==> src/rtl/bdaf_pkg.sv <==
package bdaf_pkg;

    // Field widths
    localparam int WHOLE_BITS      = 32;
    localparam int FRACTION_BITS   = 20;
    localparam int FRACTION_DIGITS = 6;

    // Decimal digits needed for the largest whole value (log10(2) ~ 0.30103)
    localparam int BCD_DIGITS = (WHOLE_BITS * 30103) / 100000 + 1;
    localparam int BCD_BITS   = 4 * BCD_DIGITS;

    // Counter and index widths
    localparam int CNT_W  = $clog2(WHOLE_BITS);
    localparam int IDX_W  = $clog2(BCD_DIGITS);
    localparam int FCNT_W = $clog2(FRACTION_DIGITS + 1);

    // Character codes
    localparam logic [7:0] ASCII_ZERO  = 8'd48;
    localparam logic [7:0] ASCII_NINE  = 8'd57;
    localparam logic [7:0] ASCII_MINUS = 8'd45;
    localparam logic [7:0] ASCII_POINT = 8'd46;

    // Mode codes
    localparam logic OP_UNSIGNED = 1'b0;
    localparam logic OP_FIXED    = 1'b1;

    // One converted number handed from the converter to the character sequencer
    typedef struct packed {
        logic                     opcode;
        logic                     minus;
        logic [FRACTION_BITS-1:0] fraction;
        logic [BCD_BITS-1:0]      bcd;
    } t_job;

endpackage

==> src/rtl/bdaf_dabble.sv <==
module bdaf_dabble (
    input  logic                            i_clk,
    input  logic                            i_rst_n,
    input  logic                            i_valid,
    output logic                            o_ready,
    input  logic                            i_opcode,
    input  logic                            i_negative,
    input  logic [bdaf_pkg::WHOLE_BITS-1:0]    i_whole,
    input  logic [bdaf_pkg::FRACTION_BITS-1:0] i_fraction,
    output logic                            o_valid,
    input  logic                            i_ready,
    output bdaf_pkg::t_job                  o_job
);
    import bdaf_pkg::*;

    localparam logic [1:0] DB_IDLE = 2'd0;
    localparam logic [1:0] DB_RUN  = 2'd1;
    localparam logic [1:0] DB_DONE = 2'd2;

    logic [1:0]            r_state, n_state;
    logic [CNT_W-1:0]      r_cnt, n_cnt;
    logic [WHOLE_BITS-1:0] r_bin, n_bin;
    t_job                  r_job, n_job;
    logic [BCD_BITS-1:0]   v_adj;

    // Add three to every BCD digit of five or more (independent per digit)
    always_comb begin
        logic [3:0] v_digit;
        v_adj = r_job.bcd;
        for (int d = 0; d < BCD_DIGITS; d++) begin
            v_digit = r_job.bcd[4*d +: 4];
            if (v_digit >= 4'd5) begin
                v_adj[4*d +: 4] = v_digit + 4'd3;
            end
        end
    end

    // Sequence: capture, shift one bit per cycle, then hold until taken
    always_comb begin
        n_state = r_state;
        n_cnt   = r_cnt;
        n_bin   = r_bin;
        n_job   = r_job;
        unique case (r_state)
            DB_IDLE: begin
                if (i_valid) begin
                    n_job.opcode   = i_opcode;
                    n_job.minus    = (i_opcode == OP_FIXED) && i_negative &&
                                     ((i_whole != '0) || (i_fraction != '0));
                    n_job.fraction = i_fraction;
                    n_job.bcd      = '0;
                    n_bin          = i_whole;
                    n_cnt          = CNT_W'(WHOLE_BITS - 1);
                    n_state        = DB_RUN;
                end
            end
            DB_RUN: begin
                n_job.bcd = {v_adj[BCD_BITS-2:0], r_bin[WHOLE_BITS-1]};
                n_bin     = {r_bin[WHOLE_BITS-2:0], 1'b0};
                n_cnt     = r_cnt - 1'b1;
                if (r_cnt == '0) begin
                    n_state = DB_DONE;
                end
            end
            DB_DONE: begin
                if (i_ready) begin
                    n_state = DB_IDLE;
                end
            end
            default: n_state = DB_IDLE;
        endcase
    end

    always_ff @(posedge i_clk) begin
        if (!i_rst_n) begin
            r_state <= DB_IDLE;
        end else begin
            r_state <= n_state;
        end
        r_cnt <= n_cnt;
        r_bin <= n_bin;
        r_job <= n_job;
    end

    assign o_ready = (r_state == DB_IDLE);
    assign o_valid = (r_state == DB_DONE);
    assign o_job   = r_job;

endmodule

==> src/rtl/bdaf_emit.sv <==
module bdaf_emit (
    input  logic           i_clk,
    input  logic           i_rst_n,
    input  logic           i_valid,
    output logic           o_ready,
    input  bdaf_pkg::t_job i_job,
    output logic           o_valid,
    input  logic           i_ready,
    output logic [7:0]     o_char_out,
    output logic           o_last
);
    import bdaf_pkg::*;

    localparam logic [2:0] EM_IDLE  = 3'd0;
    localparam logic [2:0] EM_SKIP  = 3'd1;
    localparam logic [2:0] EM_SIGN  = 3'd2;
    localparam logic [2:0] EM_WHOLE = 3'd3;
    localparam logic [2:0] EM_POINT = 3'd4;
    localparam logic [2:0] EM_FRAC  = 3'd5;

    logic [2:0]               r_state, n_state;
    logic [BCD_BITS-1:0]      r_bcd, n_bcd;
    logic [FRACTION_BITS-1:0] r_frac, n_frac;
    logic                     r_op, n_op;
    logic                     r_minus, n_minus;
    logic [IDX_W-1:0]         r_idx, n_idx;
    logic [FCNT_W-1:0]        r_fcnt, n_fcnt;
    logic                     r_ovalid, n_ovalid;
    logic [7:0]               r_char, n_char;
    logic                     r_last, n_last;

    logic                     v_free;
    logic [3:0]               v_digit;
    logic [FRACTION_BITS+3:0] v_prod;

    // Output register may be loaded when empty or being drained
    assign v_free  = !r_ovalid || i_ready;
    assign v_digit = r_bcd[{r_idx, 2'b00} +: 4];

    // Multiply remaining fraction by ten with a shift-add
    assign v_prod = ({4'b0000, r_frac} << 3) + ({4'b0000, r_frac} << 1);

    always_comb begin
        n_state  = r_state;
        n_bcd    = r_bcd;
        n_frac   = r_frac;
        n_op     = r_op;
        n_minus  = r_minus;
        n_idx    = r_idx;
        n_fcnt   = r_fcnt;
        n_ovalid = r_ovalid && !i_ready;
        n_char   = r_char;
        n_last   = r_last;
        unique case (r_state)
            EM_IDLE: begin
                if (i_valid) begin
                    n_bcd   = i_job.bcd;
                    n_frac  = i_job.fraction;
                    n_op    = i_job.opcode;
                    n_minus = i_job.minus;
                    n_idx   = IDX_W'(BCD_DIGITS - 1);
                    n_state = EM_SKIP;
                end
            end
            EM_SKIP: begin
                // drop one leading zero per cycle, keep the units digit
                if ((v_digit == 4'd0) && (r_idx != '0)) begin
                    n_idx = r_idx - 1'b1;
                end else if (r_minus) begin
                    n_state = EM_SIGN;
                end else begin
                    n_state = EM_WHOLE;
                end
            end
            EM_SIGN: begin
                if (v_free) begin
                    n_ovalid = 1'b1;
                    n_char   = ASCII_MINUS;
                    n_last   = 1'b0;
                    n_state  = EM_WHOLE;
                end
            end
            EM_WHOLE: begin
                if (v_free) begin
                    n_ovalid = 1'b1;
                    n_char   = ASCII_ZERO + {4'b0000, v_digit};
                    n_last   = (r_idx == '0) && (r_op == OP_UNSIGNED);
                    if (r_idx != '0) begin
                        n_idx = r_idx - 1'b1;
                    end else if (r_op == OP_FIXED) begin
                        n_state = EM_POINT;
                    end else begin
                        n_state = EM_IDLE;
                    end
                end
            end
            EM_POINT: begin
                if (v_free) begin
                    n_ovalid = 1'b1;
                    n_char   = ASCII_POINT;
                    n_last   = 1'b0;
                    n_fcnt   = '0;
                    n_state  = EM_FRAC;
                end
            end
            EM_FRAC: begin
                if (v_free) begin
                    n_ovalid = 1'b1;
                    n_char   = ASCII_ZERO + {4'b0000, v_prod[FRACTION_BITS+3 -: 4]};
                    n_frac   = v_prod[FRACTION_BITS-1:0];
                    n_last   = (r_fcnt == FCNT_W'(FRACTION_DIGITS - 1));
                    n_fcnt   = r_fcnt + 1'b1;
                    if (r_fcnt == FCNT_W'(FRACTION_DIGITS - 1)) begin
                        n_state = EM_IDLE;
                    end
                end
            end
            default: n_state = EM_IDLE;
        endcase
    end

    always_ff @(posedge i_clk) begin
        if (!i_rst_n) begin
            r_state  <= EM_IDLE;
            r_ovalid <= 1'b0;
        end else begin
            r_state  <= n_state;
            r_ovalid <= n_ovalid;
        end
        r_bcd   <= n_bcd;
        r_frac  <= n_frac;
        r_op    <= n_op;
        r_minus <= n_minus;
        r_idx   <= n_idx;
        r_fcnt  <= n_fcnt;
        r_char  <= n_char;
        r_last  <= n_last;
    end

    assign o_ready    = (r_state == EM_IDLE);
    assign o_valid    = r_ovalid;
    assign o_char_out = r_char;
    assign o_last     = r_last;

endmodule

==> src/rtl/binary_to_decimal_ascii_formatter.sv <==
// Binary to decimal ASCII formatter.
// Input words (i_valid/o_ready) carry a mode, a sign, a whole part and a
// Q0.20 fraction. Output words (o_valid/i_ready) carry one ASCII character
// each, most significant first, with o_last on the final character.
// Mode 0 gives the unsigned decimal of the whole part without leading zeros;
// mode 1 adds an optional '-', a '.', and six truncated fraction digits.
// A double-dabble converter shifts one input bit per cycle, then hands its
// result to the character sequencer, which skips leading zeros and then
// registers each character. From the first character on, one character
// leaves per cycle while the receiver takes it; 1 to 18 per word.
// The converter accepts the next word as soon as its result has moved to
// the character sequencer, so conversion overlaps emission of the previous
// number.
// A receiver stall holds the output register and pauses the sequencer.
// Reset (synchronous, active low) empties both stages; no word is in flight.
module binary_to_decimal_ascii_formatter (
    input  logic                               i_clk,
    input  logic                               i_rst_n,
    input  logic                               i_valid,
    output logic                               o_ready,
    input  logic                               i_opcode,
    input  logic                               i_negative,
    input  logic [bdaf_pkg::WHOLE_BITS-1:0]    i_whole,
    input  logic [bdaf_pkg::FRACTION_BITS-1:0] i_fraction,
    output logic                               o_valid,
    input  logic                               i_ready,
    output logic [7:0]                         o_char_out,
    output logic                               o_last
);
    import bdaf_pkg::*;

    t_job w_job;
    logic w_job_valid;
    logic w_job_ready;

    // Convert the whole part to BCD, one bit per cycle
    bdaf_dabble u_dabble (
        .i_clk      (i_clk),
        .i_rst_n    (i_rst_n),
        .i_valid    (i_valid),
        .o_ready    (o_ready),
        .i_opcode   (i_opcode),
        .i_negative (i_negative),
        .i_whole    (i_whole),
        .i_fraction (i_fraction),
        .o_valid    (w_job_valid),
        .i_ready    (w_job_ready),
        .o_job      (w_job)
    );

    // Emit characters one per cycle through the output register while the receiver takes them
    bdaf_emit u_emit (
        .i_clk      (i_clk),
        .i_rst_n    (i_rst_n),
        .i_valid    (w_job_valid),
        .o_ready    (w_job_ready),
        .i_job      (w_job),
        .o_valid    (o_valid),
        .i_ready    (i_ready),
        .o_char_out (o_char_out),
        .o_last     (o_last)
    );

endmodule

==> config.mk <==
export PLATFORM = sky130hd
export DESIGN_NAME = binary_to_decimal_ascii_formatter
export DESIGN_NICKNAME = d
export VERILOG_FILES = /design/src/rtl/bdaf_pkg.sv /design/src/rtl/bdaf_dabble.sv /design/src/rtl/bdaf_emit.sv /design/src/rtl/binary_to_decimal_ascii_formatter.sv
export SDC_FILE = /design/constraint.sdc
export NUM_CORES = 1
export LEC_CHECK = 0
export BUFFER_PORTS_ARGS = -buffer_cell sky130_fd_sc_hd__buf_2
export CAP_MARGIN = 5
export CORE_ASPECT_RATIO = 1.5
export CORE_UTILIZATION = 59
export CTS_BUF_LIST = sky130_fd_sc_hd__clkbuf_4 sky130_fd_sc_hd__clkbuf_8
export CTS_CLUSTER_SIZE = 40
export DETAILED_ROUTE_END_ITERATION = 6
export PLACE_DENSITY = 0.82
export RECOVER_POWER = 25
export SLEW_MARGIN = 25
export SYNTH_ARGS = -nofsm -noshare
export SYNTH_HDL_FRONTEND = slang
export SYNTH_SLANG_ARGS = --single-unit
==> constraint.sdc <==
create_clock -name i_clk -period 8.65 [get_ports i_clk]
set_clock_uncertainty 0.05 [all_clocks]
set_input_delay 2.595 -clock i_clk [delete_from_list [all_inputs] [get_ports i_clk]]
set_output_delay 2.595 -clock i_clk [all_outputs]
set_load 0.05 [all_outputs]
Word level (Yosys, flattened, before mapping) --
Index checks and enable logic that the tools add are counted.
Word-level totals: flip-flop bits (word level) 183, input bits 58, output and inout port bits 11, word-level logic and storage cells 155
Cells by class: add/sub/neg operators 16, order comparisons 10, eq/ne operators 22, shift-type cells 1, multiplexer cells 53, bitwise operators 1, reduce and logical (&&, ||, !) cells 35
Operators by type and width (count):
- 40-bit one-hot mux with 2 select lines | 1
- 32-bit one-hot mux with 2 select lines | 1
- 4-bit two-way mux | 13
- 4-bit by 3-bit greater-or-equal comparator with 1-bit output (second input constant) | 10
- 20-bit two-way mux | 2
- 40-bit two-way mux | 1
- 20-bit one-hot mux with 2 select lines | 1
- 40-bit by 7-bit variable part select with 4-bit output | 1
- 4-bit by 2-bit adder with 4-bit output (second input constant) | 9
- 3-bit two-way mux | 12
- 32-bit two-way mux | 1
- 8-bit two-way mux | 4
- 8-bit one-hot mux with 4 select lines | 1
- 32-bit nonzero test | 1
- 23-bit by 21-bit adder with 24-bit output | 1
- 2-bit by 1-bit inequality test with 1-bit output (second input constant) | 10
- 20-bit nonzero test | 1
- 3-bit one-hot mux with 6 select lines | 1
- 6-bit by 4-bit adder with 7-bit output (first input constant) | 2
- 4-bit one-hot mux with 3 select lines | 1
- 5-bit one-hot mux with 2 select lines | 1
- 5-bit AND reduction | 2
- 3-bit equality test (second input constant) | 3
- 3-bit AND reduction | 3
- 31 further kinds | 55

Longest topological paths before layout --
Gate-level depths: netlist of run 1.
depth in word-level cells 5, mapped depth 9, gate-level depth less buffers 8

By module --
Synthesis of run 1 repeated with hierarchy kept, for this count alone.
Unflattened totals: cells, all modules 783, area, all modules 9167.5 um^2
By module, submodules not included:
- bdaf_dabble | instances 1, cells each 422, area an instance 4805.9 um^2, sequential area each 3012.9 um^2
- bdaf_emit | instances 1, cells each 361, area an instance 4361.7 um^2, sequential area each 2332.2 um^2

Worst setup path after synthesis of run 1 --
OpenSTA, ideal clock, no wires.
path type input port to flip-flop, from input i_valid, to register u_dabble.r_job, in the netlist u_dabble.o_job[0] (enable), setup time 0.402 ns, arrival 4.325 ns, required time 8.198 ns, setup slack 3.873 ns, stages 2, path buffers 0, cell sequence and2_1 -> or2_2
On the way: cells in the longest elaborated chain, start to end 2
RTL lines:
- start: declaration | RTL line binary_to_decimal_ascii_formatter.sv:19 | input logic i_valid,
- 2-bit inequality test (no source line)
- 2-bit AND reduction (no source line)
- end signal: assignment | RTL line bdaf_dabble.sv:82 | r_job <= n_job;
- end: declaration | RTL line bdaf_dabble.sv:23 | t_job r_job, n_job;
No other way between the ends. A chain may end at the register's enable or synchronous reset.

Worst setup path after layout of run 1 --
from register u_dabble.r_state[1], to output o_ready
On the way: cells in the longest elaborated chain, start to end 1
RTL lines:
- start: declaration | RTL line bdaf_dabble.sv:20 | logic [1:0] r_state, n_state;
- start signal: assignment | RTL line bdaf_dabble.sv:78 | r_state <= n_state;
- 2-bit zero test | RTL line bdaf_dabble.sv:85 | assign o_ready = (r_state == DB_IDLE);
- end: declaration | RTL line binary_to_decimal_ascii_formatter.sv:20 | output logic o_ready,
No other way between the ends.

==> impl_metrics.yaml, run 1 <==
status:
  run_status: "complete, but fails checks"
  violations: "capacitance limit, slew limit"
cells_and_area:
  fillCellCount: 1092
  antennaDiodeCount: 0
  fin_nets: 990
  drive_gt1_share_pct: 12.87
  syn2layout_area_growth_pct: 10.19
  design_area_sq_um: 10030
timing:
  setup_ws_ns: 4.741
  period_share_pct: 45.19
  worst_pin_slew_ns: 2.836
  maxSlewViolCount: 109
  setup_viol: 0
  layout_min_cycle_time_ns: 3.909
  relSlewSlack_pct: -89.05
  fmax_mhz: 255.8
  rsz0062_at_grt: "no"
  timing.final.hold_violations: 0
  tns_ns: 0
place:
  placedInstanceArea_sq_um: 9612
  pre_cts_slack_ns: 4.152
  io_buffers: 65
  dpl.hpwl_mm: 12.70
  gp_congestion: 0.8987
clocking:
  cts_tree: "built"
  root_buffer: "clkbuf_8"
  cts_resized: 0
  cts_max_level: 4
  clk_pin_slew_ns: 0.09
  hold_buffers: 0
  numClockSinks: 180
  post-cts-setup-buffer-count: 0
  cts_buffers: 17
  insertion_delay_ns: 0.46
  clockBufferDepth: 2
critical_path:
  endpoint_kind: "output pin"
  arrival_ns: 1.26
  rrSetupSlack_ns: 5.25
  cp.required_ns: 6.01
  max_stage_delay_ns: 0.35
  startpoint_type: "flop"
  crit_path_max_fanout: 4
  r2r_start: "u_dabble.r_state[1]"
  regToRegEndpoint: "u_dabble.o_job[24]"
  crit_chain: "nor2_1, buf_2"
  rr_worst_depth: 3
  cp_slowest_cell: "dfxtp_1"
  critPathKind: "flop to output pin"
yosys:
  synth_seq_area_share_pct: 58.74
  async_flop_share_pct: 0
  synthFlopType: "edfxtp_1"
  yosysTopAreaCellShare_pct: 57.42
  avgSynthCellArea_sq_um: 11.04
  netlist_area_sq_um: 9100
  synth_adder_area_share_pct: 6.132
  synth-simple-area-share_pct: 16.14
  synth_common_cells: "edfxtp_1 (174), nand2_1 (171), nor2_1 (72)"
  synth-xor-area-share_pct: 2.984
  ys_warn_count: 0
  synth.distinct_cells: 58
  ys_ff_latch: 180
  synth_mux_area_share_pct: 2.667
  synth_edf_count: 174
  synth_most_common_cell: "edfxtp_1"
  syn_inst: 824
  synth_compound_area_share_pct: 10.59
  yosys-top-cells-area: "edfxtp_1 (57%), nand2_1 (7.1%), ha_1 (5.9%)"
  synth_top_family_by_area: "simple AND/OR/NAND/NOR gates"
  synth_top_area_cell: "edfxtp_1"
floorplan:
  core-area_sq_um: 15070
  dieHeight_um: 154.1
  std_cell_rows: 55
  initial_core_util_pct: 60.38
  pin_count: 69
  die_x_um: 103.4
  die_area_sq_um: 15930
min_path:
  hold_depth: 0
  min_to: "u_emit.r_op"
  worstHoldStart: "u_dabble.o_job[61]"
  hp-class: "flop to flop"
routing:
  via_per_inst: 5.855
  first_pass_iters: 6
  drtIter0Drc: 346
  wl_per_cell_um: 16.55
  ant_nets: 0
  drc_errors: 0
  vias: 6440
  routed_wl_mm: 18.21
global_routing:
  grt_max_degree: 78
  antenna_found_initial: 0
  grt_pass1_vias: 6301
  grt_pass1_wl_mm: 29.48
  grt_overflow: 0
  track_usage_pct: 24.33
power:
  switching_power_mw: 0.7664
  p_leak_nw: 3.865
  ir_drop_mv: 0.1041
  p_seq_share_pct: 52.2
  powerDensity_nw_per_um2: 233.1
  power.internal_mw: 1.571
  p_clk_share_pct: 24.7
  swShare_pct: 32.78
  comb_power_share_pct: 23.1
job:
  maxCapViolations: 2
-- cell type report --
type	instances	area (sq um)	share of cell area (%)
clock buffers	18	241.5	2.408
clock inverters	14	158.9	1.585
inverters	33	123.9	1.235
multi-input cells	585	3526	35.16
flip-flops and latches	180	5345	53.31
well taps	199	249.0	2.483
repair buffers	71	382.9	3.818
-- worst max path at each step --
stage                   startpoint                 end  slack (ns)  depth (start not counted)
2_1_floorplan              i_valid   u_dabble.o_job[0]        3.87                          2
3_3_place_gp               i_valid  u_dabble.o_job[39]        4.20                          4
4_1_cts                    i_valid  u_dabble.o_job[39]        4.67                          4
3_5_place_dp               i_valid  u_dabble.o_job[39]        4.15                          4
5_1_grt        u_dabble.r_state[1]             o_ready        4.67                          2
6_report       u_dabble.r_state[1]             o_ready        4.74                          2
-- power groups by stage --
stage | Sequential [mW] | Combinational (mW) | Clock [mW]
CTS | 1.22 | 0.533 | 0.586
global placement | 1.23 | 0.510 | 0
finish | 1.22 | 0.540 | 0.578
global route | 1.23 | 0.605 | 0.621
floorplan | 1.21 | 0.414 | 0
detailed placement | 1.24 | 0.527 | 0
-- layout by cell type (no fill, tap or decap), types with 6 or more instances in the layout --
master      n
edfxtp_1  174
buf_2      65
nor2b_1     7
and2_1      7
xnor2_1    18
clkbuf_8   17
mux2i_1    10
nand2_1   171
ha_1       43
nor2_1     72
a21oi_1    47
nand3_1     7
a211oi_1   10
inv_1      33
o31ai_1     8
nand2b_1   18
a21o_1      6
nor4_1     15
nor3_1     19
xor2_1     13
o21ai_0    40
dfxtp_1     6
o21a_1      9
-- metrics by stage --
stage	power (mW)	util, %	std cells	hold WS, ns
floorplan	1.621	-	825	0.3503
global placement	1.743	63.78	1067	0.3615
detailed placement	1.765	63.78	1067	0.3678
CTS	2.339	66.43	1099	0.3885
global route	2.461	66.53	1100	0.3984
finish	2.338	66.53	1100	0.3859
-- critical path, delay by kind of cell, from the launching register on --
kind	cells	cell delay (ns)
flip-flops	1	0.35
buffers and inverters	1	0.29
AND/OR/NAND/NOR	1	0.18
-- cell families (layout without fill, tap and decap cells) --
logic type / Yosys count / count (layout)
compound gates: 154 / 154
other cells: 2 / 3
fa+ha+maj: 44 / 44
mux: 18 / 18
simple gates: 335 / 335
xor+xnor: 31 / 31
flops: 180 / 180
buf+inv: 60 / 136
-- routing by layer --
layer  wire length, um  vias to the layer above  part of all wire (%)  GRT usage (%)
li1                  -                     3086                     -              -
met1              6851                     3047                    38          27.19
met2              9850                      244                    54          42.76
met3               796                       63                   4.4          4.500
met4               709                        0                   3.9          13.08
met5                 0                        -                     0              0
-- registers in the layout (all words and copies together) (netlist names), 3 cells and up --
name and cells:
u_dabble.r_cnt 5, u_emit.r_fcnt 3, u_dabble.o_job 62, u_emit.r_idx 4, u_dabble.r_bin 32, u_emit.o_char_out 5, u_emit.r_state 3, u_emit.r_frac 20
u_emit.r_bcd 40
(Power assumes the default switching activity.)
==> run 2, diff against run 1 <==
--- a/config.mk
+++ b/config.mk
@@ -5,14 +5,15 @@
 export SDC_FILE = /design/constraint.sdc
 export NUM_CORES = 1
 export LEC_CHECK = 0
+export ABC_AREA = 1
 export BUFFER_PORTS_ARGS = -buffer_cell sky130_fd_sc_hd__buf_2
 export CAP_MARGIN = 5
 export CORE_ASPECT_RATIO = 1.5
-export CORE_UTILIZATION = 59
+export CORE_UTILIZATION = 57
 export CTS_BUF_LIST = sky130_fd_sc_hd__clkbuf_4 sky130_fd_sc_hd__clkbuf_8
 export CTS_CLUSTER_SIZE = 40
 export DETAILED_ROUTE_END_ITERATION = 6
-export PLACE_DENSITY = 0.82
+export PLACE_DENSITY = 0.83
 export RECOVER_POWER = 25
 export SLEW_MARGIN = 25
 export SYNTH_ARGS = -nofsm -noshare
==> constraint.sdc (replaced) <==
create_clock -name i_clk -period 3.1 [get_ports i_clk]
set_clock_uncertainty 0.05 [all_clocks]
set_input_delay 0.93 -clock i_clk [delete_from_list [all_inputs] [get_ports i_clk]]
set_output_delay 0.93 -clock i_clk [all_outputs]
set_load 0.05 [all_outputs]
==> impl_metrics.yaml, run 2 <==
status:
  run_status: "complete, but fails checks"
  violations: "capacitance limit, slew limit"
place:
  placedInstanceArea_sq_um: 9926
  io_buffers: 65
  dpl.hpwl_mm: 14.36
  gp_congestion: 0.9384
critical_path:
  startpoint_type: "flop"
  rrSetupSlack_ns: 0.70
  arrival_ns: 2.58
  endpoint_kind: "flop"
  crit_path_max_fanout: 3
  cp.required_ns: 3.27
  critPathKind: "flop to flop"
cells_and_area:
  fin_util_pct: 63.62
  final_cell_mix: "nand2_1 (243), edfxtp_1 (174), inv_1 (125), o21ai_0 (75), a21oi_1 (71)"
  design_area_sq_um: 10250
  final_common_cell: "nand2_1"
  antennaDiodeCount: 0
  fin_nets: 1150
  syn2layout_area_growth_pct: 9.574
  largest_reg_flops: 62
  drive_gt1_share_pct: 10.93
timing:
  worst_pin_slew_ns: 1.752
  timing.final.hold_violations: 0
  period_share_pct: 77.57
  fmax_mhz: 415.9
  rsz0062_at_grt: "no"
  setup_viol: 0
  maxSlewViolCount: 33
  relSlewSlack_pct: -16.78
  tns_ns: 0
  layout_min_cycle_time_ns: 2.405
yosys:
  synth_seq_area_share_pct: 57.12
  synth_mux_area_share_pct: 0
  synth_common_cells: "nand2_1 (244), edfxtp_1 (174), inv_1 (125)"
  synth_top_area_cell: "edfxtp_1"
  async_flop_share_pct: 0
  avgSynthCellArea_sq_um: 9.588
  synth-simple-area-share_pct: 18.48
  synthFlopType: "edfxtp_1"
  synth_most_common_cell: "nand2_1"
  yosysTopAreaCellShare_pct: 55.84
  ys_warn_count: 0
  synth-xor-area-share_pct: 1.310
  syn_inst: 976
  yosys-top-cells-area: "edfxtp_1 (56%), nand2_1 (9.8%), ha_1 (5.7%)"
  ys_ff_latch: 180
  netlist_area_sq_um: 9358
  synth_adder_area_share_pct: 5.963
  synth_edf_count: 174
  synth.distinct_cells: 48
  synth_top_family_by_area: "simple AND/OR/NAND/NOR gates"
  synth_compound_area_share_pct: 10.16
routing:
  vias: 6935
  wl_met2_mm: 10.45
  routed_wl_mm: 19.51
  ant_nets: 0
  via_per_inst: 5.474
  drtIter0Drc: 551
  maxUsedRoutingLayer: "met4"
  drc_errors: 0
  wl_per_cell_um: 15.40
  wl_met1_mm: 7.498
  first_pass_iters: 5
  routed-wl-met3_um: 682
clocking:
  insertion_delay_ns: 0.48
  numClockSinks: 180
  cts_tree: "built"
  post-cts-setup-buffer-count: 0
  clockBufferDepth: 2
  cts_resized: 0
  root_buffer: "clkbuf_8"
  hold_buffers: 0
  cts_buffers: 17
  cts_max_level: 4
  clk_pin_slew_ns: 0.09
floorplan:
  std_cell_rows: 57
  die_x_um: 106.6
  pin_count: 69
  core-area_sq_um: 16120
  dieHeight_um: 158.9
  die_area_sq_um: 16940
  initial_core_util_pct: 58.06
global_routing:
  grt_pass1_wl_mm: 31.93
  grt_max_degree: 79
  grt_pass1_vias: 6908
  antenna_found_initial: 0
  track_usage_pct: 24.30
  grt_overflow: 0
job:
  maxCapViolations: 1
power:
  p_leak_nw: 4.324
  ir_drop_mv: 0.3753
  powerDensity_nw_per_um2: 621.7
  finalPower_mw: 6.374
min_path:
  hp-class: "flop to flop"
==> run 2: changes by cell type after synthesis, moves of 10 or more <==
cell      delta
xnor2_1     -11
a211oi_1    -10
nand3_1     +37
a21oi_1     +24
nor2_1      -19
nand2b_1    -18
inv_1       +92
nand2_1     +73
o21ai_0     +35
mux2i_1     -10
==> run 2: path summary, 6_finish.rpt <==
| check | endpoint | startpoint | depth (start not counted) |
|---|---|---|---|
| max | u_emit.o_char_out[3] | u_emit.r_frac[0] | 12 |
| min | u_emit.r_op | u_dabble.o_job[61] | 0 |
| max reg2reg | u_emit.o_char_out[3] | u_emit.r_frac[0] | 12 |
| min reg2reg | u_emit.r_op | u_dabble.o_job[61] | 0 |
==> run 2: layout make-up <==
cell class / count / area, sq um
fillers: 1332 / 5864
inverters: 133 / 501.7
well taps: 206 / 257.7
flip-flops and latches: 180 / 5345
multi-input cells: 640 / 3391
repair buffers: 76 / 394.1
clock inverters: 15 / 130.1
clock buffers: 17 / 234.0
==> run 2: worst max-delay path: stages (launching register included) <==
cell	delay (ns)
edfxtp_1	0.42
ha_1	0.27
fa_1	0.45
nand2_1	0.11
o21ai_2	0.08
inv_2	0.08
o21ai_2	0.08
nand2_1	0.11
nand2_1	0.11
nand3_1	0.15
nand3_1	0.09
nand2_1	0.09
nand3_1	0.07
==> run 2: per-stage QoR <==
step           cells  hold slack [ns]  setup WS, ns
2_1_floorplan    977           0.3503        0.1960
3_3_place_gp    1235           0.3644        0.7469
3_5_place_dp    1235           0.3698        0.7079
4_1_cts         1267           0.3907        0.7017
5_1_grt         1267           0.3976        0.5230
6_report        1267           0.3976        0.6953
==> run 2: report_power, final <==
group	internal, mW	leakage (nW)	switching, mW
sequential	3.10	1.70	0.225
clock	0.576	0.178	0.904
combinational	0.496	2.45	1.08
==> run 2: metal layers <==
layer	vias to the layer above	GRT usage, %
li1	3461	-
met1	3229	26.43
met2	186	43.49
met3	59	4.023
met4	0	14.63
met5	-	0
==> run 2: logic make-up after synthesis <==
kind of cell | after synthesis
and+or+nand+nor | 404
buffers and inverters | 157
AOI/OAI and AO/OA | 175
DFF | 180
xor gates and xnor gates | 14
other | 2
adders and majority gates | 44
==> run 3, diff against run 2 <==
--- a/config.mk
+++ b/config.mk
@@ -9,11 +9,11 @@
 export BUFFER_PORTS_ARGS = -buffer_cell sky130_fd_sc_hd__buf_2
 export CAP_MARGIN = 5
 export CORE_ASPECT_RATIO = 1.5
-export CORE_UTILIZATION = 57
+export CORE_UTILIZATION = 59
 export CTS_BUF_LIST = sky130_fd_sc_hd__clkbuf_4 sky130_fd_sc_hd__clkbuf_8
 export CTS_CLUSTER_SIZE = 40
 export DETAILED_ROUTE_END_ITERATION = 6
-export PLACE_DENSITY = 0.83
+export PLACE_DENSITY = 0.82
 export RECOVER_POWER = 25
 export SLEW_MARGIN = 25
 export SYNTH_ARGS = -nofsm -noshare
==> constraint.sdc (replaced) <==
create_clock -name i_clk -period 2.4 [get_ports i_clk]
set_clock_uncertainty 0.05 [all_clocks]
set_input_delay 0.72 -clock i_clk [delete_from_list [all_inputs] [get_ports i_clk]]
set_output_delay 0.72 -clock i_clk [all_outputs]
set_load 0.05 [all_outputs]
==> impl_metrics.yaml, run 3 (synthesis gave the netlist of run 2 again) <==
timing:
  tns_ns: 0
  relSlewSlack_pct: 32.59
  rsz0062_at_grt: "no"
  maxSlewViolCount: 0
  period_share_pct: 94.25
  timing.final.hold_violations: 0
  worst_pin_slew_ns: 1.002
  setup_viol: 0
  setup_ws_ns: 0.1381
  layout_min_cycle_time_ns: 2.262
  fmax_mhz: 442.1
cells_and_area:
  fin_nets: 1160
  drive_gt1_share_pct: 12.23
  final_cell_mix: "nand2_1 (243), edfxtp_1 (174), inv_1 (125), o21ai_0 (75), a21oi_1 (71)"
  antennaDiodeCount: 0
  fillCellCount: 1245
  fin_util_pct: 67.13
  largest_reg_flops: 62
  register_area_sq_um: 5345
  syn2layout_area_growth_pct: 11.59
  final_cells: 1274
  multiInputGateArea_sq_um: 3400
  final_common_cell: "nand2_1"
clocking:
  clockBufferDepth: 2
  insertion_delay_ns: 0.48
  post-cts-setup-buffer-count: 0
  cts_max_level: 4
  clk_pin_slew_ns: 0.10
  numClockSinks: 180
  cts_tree: "built"
  cts_buffers: 17
  root_buffer: "clkbuf_8"
min_path:
  hp-class: "input port to flop"
  min_to: "u_dabble.o_job[52]"
  worstHoldStart: "i_fraction[12]"
  hold_depth: 1
critical_path:
  crit_path_max_fanout: 6
  arrival_ns: 2.43
  rrSetupSlack_ns: 0.14
  critPathKind: "flop to flop"
  startpoint_type: "flop"
  rr_worst_depth: 9
  regToRegEndpoint: "u_emit.r_frac[16]"
  cp.required_ns: 2.57
  endpoint_kind: "flop"
  r2r_start: "u_emit.r_frac[2]"
routing:
  via_per_inst: 5.511
  drc_errors: 0
  vias: 7021
  first_pass_iters: 6
  routed_wl_mm: 19.76
  drtIter0Drc: 429
  wl_per_cell_um: 15.51
  ant_nets: 0
floorplan:
  die_x_um: 104.8
  dieHeight_um: 156.2
  pin_count: 69
  die_area_sq_um: 16380
  initial_core_util_pct: 60.16
  core-area_sq_um: 15550
  std_cell_rows: 56
place:
  dp_cells: 1242
  io_buffers: 65
  dpl.hpwl_mm: 14.52
  gp_congestion: 0.9600
  pre_cts_slack_ns: 0.01999
global_routing:
  grt_max_degree: 79
  track_usage_pct: 24.95
  grt_pass1_vias: 6851
  grt_pass1_wl_mm: 31.80
  antenna_found_initial: 1
  grt_overflow: 0
power:
  p_leak_nw: 4.429
  ir_drop_mv: 0.4210
  powerDensity_nw_per_um2: 822.3
  finalPower_mw: 8.587
job:
  maxCapViolations: 0
status:
  run_status: "complete, no violations"
-- run 3: changes by cell type in the layout (fill, tap and decap cells not counted), sizes merged --
cell / before / now
inv: 137 / 141
bufinv: 0 / 2
clkbuf: 36 / 34
buf: 57 / 69
clkinvlp: 3 / 0
clkinv: 8 / 5
-- run 3: how the worst max path moves through the flow --
stage                             start                 end  slack (ns)  cells past startpoint
floorplan           u_dabble.r_state[1]   u_dabble.o_job[0]        0.04                      3
detailed placement       i_fraction[17]  u_dabble.o_job[60]        0.02                      5
CTS                    u_emit.r_frac[0]   u_emit.r_frac[13]        0.13                     11
finish                 u_emit.r_frac[2]   u_emit.r_frac[16]        0.14                      9
global route           u_emit.r_frac[2]   u_emit.r_frac[16]        0.02                      9
global placement         i_fraction[17]  u_dabble.o_job[60]        0.05                      5
-- run 3: critical path, stage by stage (launching register included) --
cell	delay, ns
edfxtp_1	0.42
ha_1	0.41
a21oi_1	0.20
nand2_1	0.14
a21boi_2	0.23
o21ai_1	0.12
a21oi_1	0.19
nor2_1	0.06
o21ai_1	0.12
nand2_1	0.06
-- run 3: cell type report --
cell class | count | area share (%)
repair buffers | 86 | 4.996
multi-input cells | 640 | 32.55
inverters | 133 | 4.805
well taps | 203 | 2.432
flip-flops and latches | 180 | 51.19
clock buffers | 17 | 2.241
clock inverters | 15 | 1.785
-- run 3: through the flow --
step           hold slack (ns)  area [sq um]
6_report                0.3826         10440
5_1_grt                 0.3594         10440
4_1_cts                 0.3526         10470
3_5_place_dp            0.4057         10050
3_3_place_gp            0.4126         10050
2_1_floorplan           0.3503          9378
-- run 3: layer usage --
| layer | wire length (um) | global-route usage (%) | vias to the layer above |
|---|---|---|---|
| met1 | 7625 | 27.45 | 3289 |
| met2 | 10700 | 47.37 | 189 |
| met4 | 646 | 10.33 | 0 |
| met3 | 791 | 4.040 | 57 |
| met5 | 0 | 0 | - |
| li1 | - | - | 3486 |
-- run 3: where the power goes --
group / leakage, nW / switching (mW) / internal [mW]
sequential: 1.70 / 0.273 / 4.00
combinational: 2.51 / 1.43 / 0.697
clock: 0.214 / 1.21 / 0.975
total: 4.43 / 2.92 / 5.67
-- run 3: what timing repair did --
action                     CTS  global route
resized for setup            0             3
hold buffers                 0             0
hold endpoints to repair     0             0
setup endpoints to repair    0             3
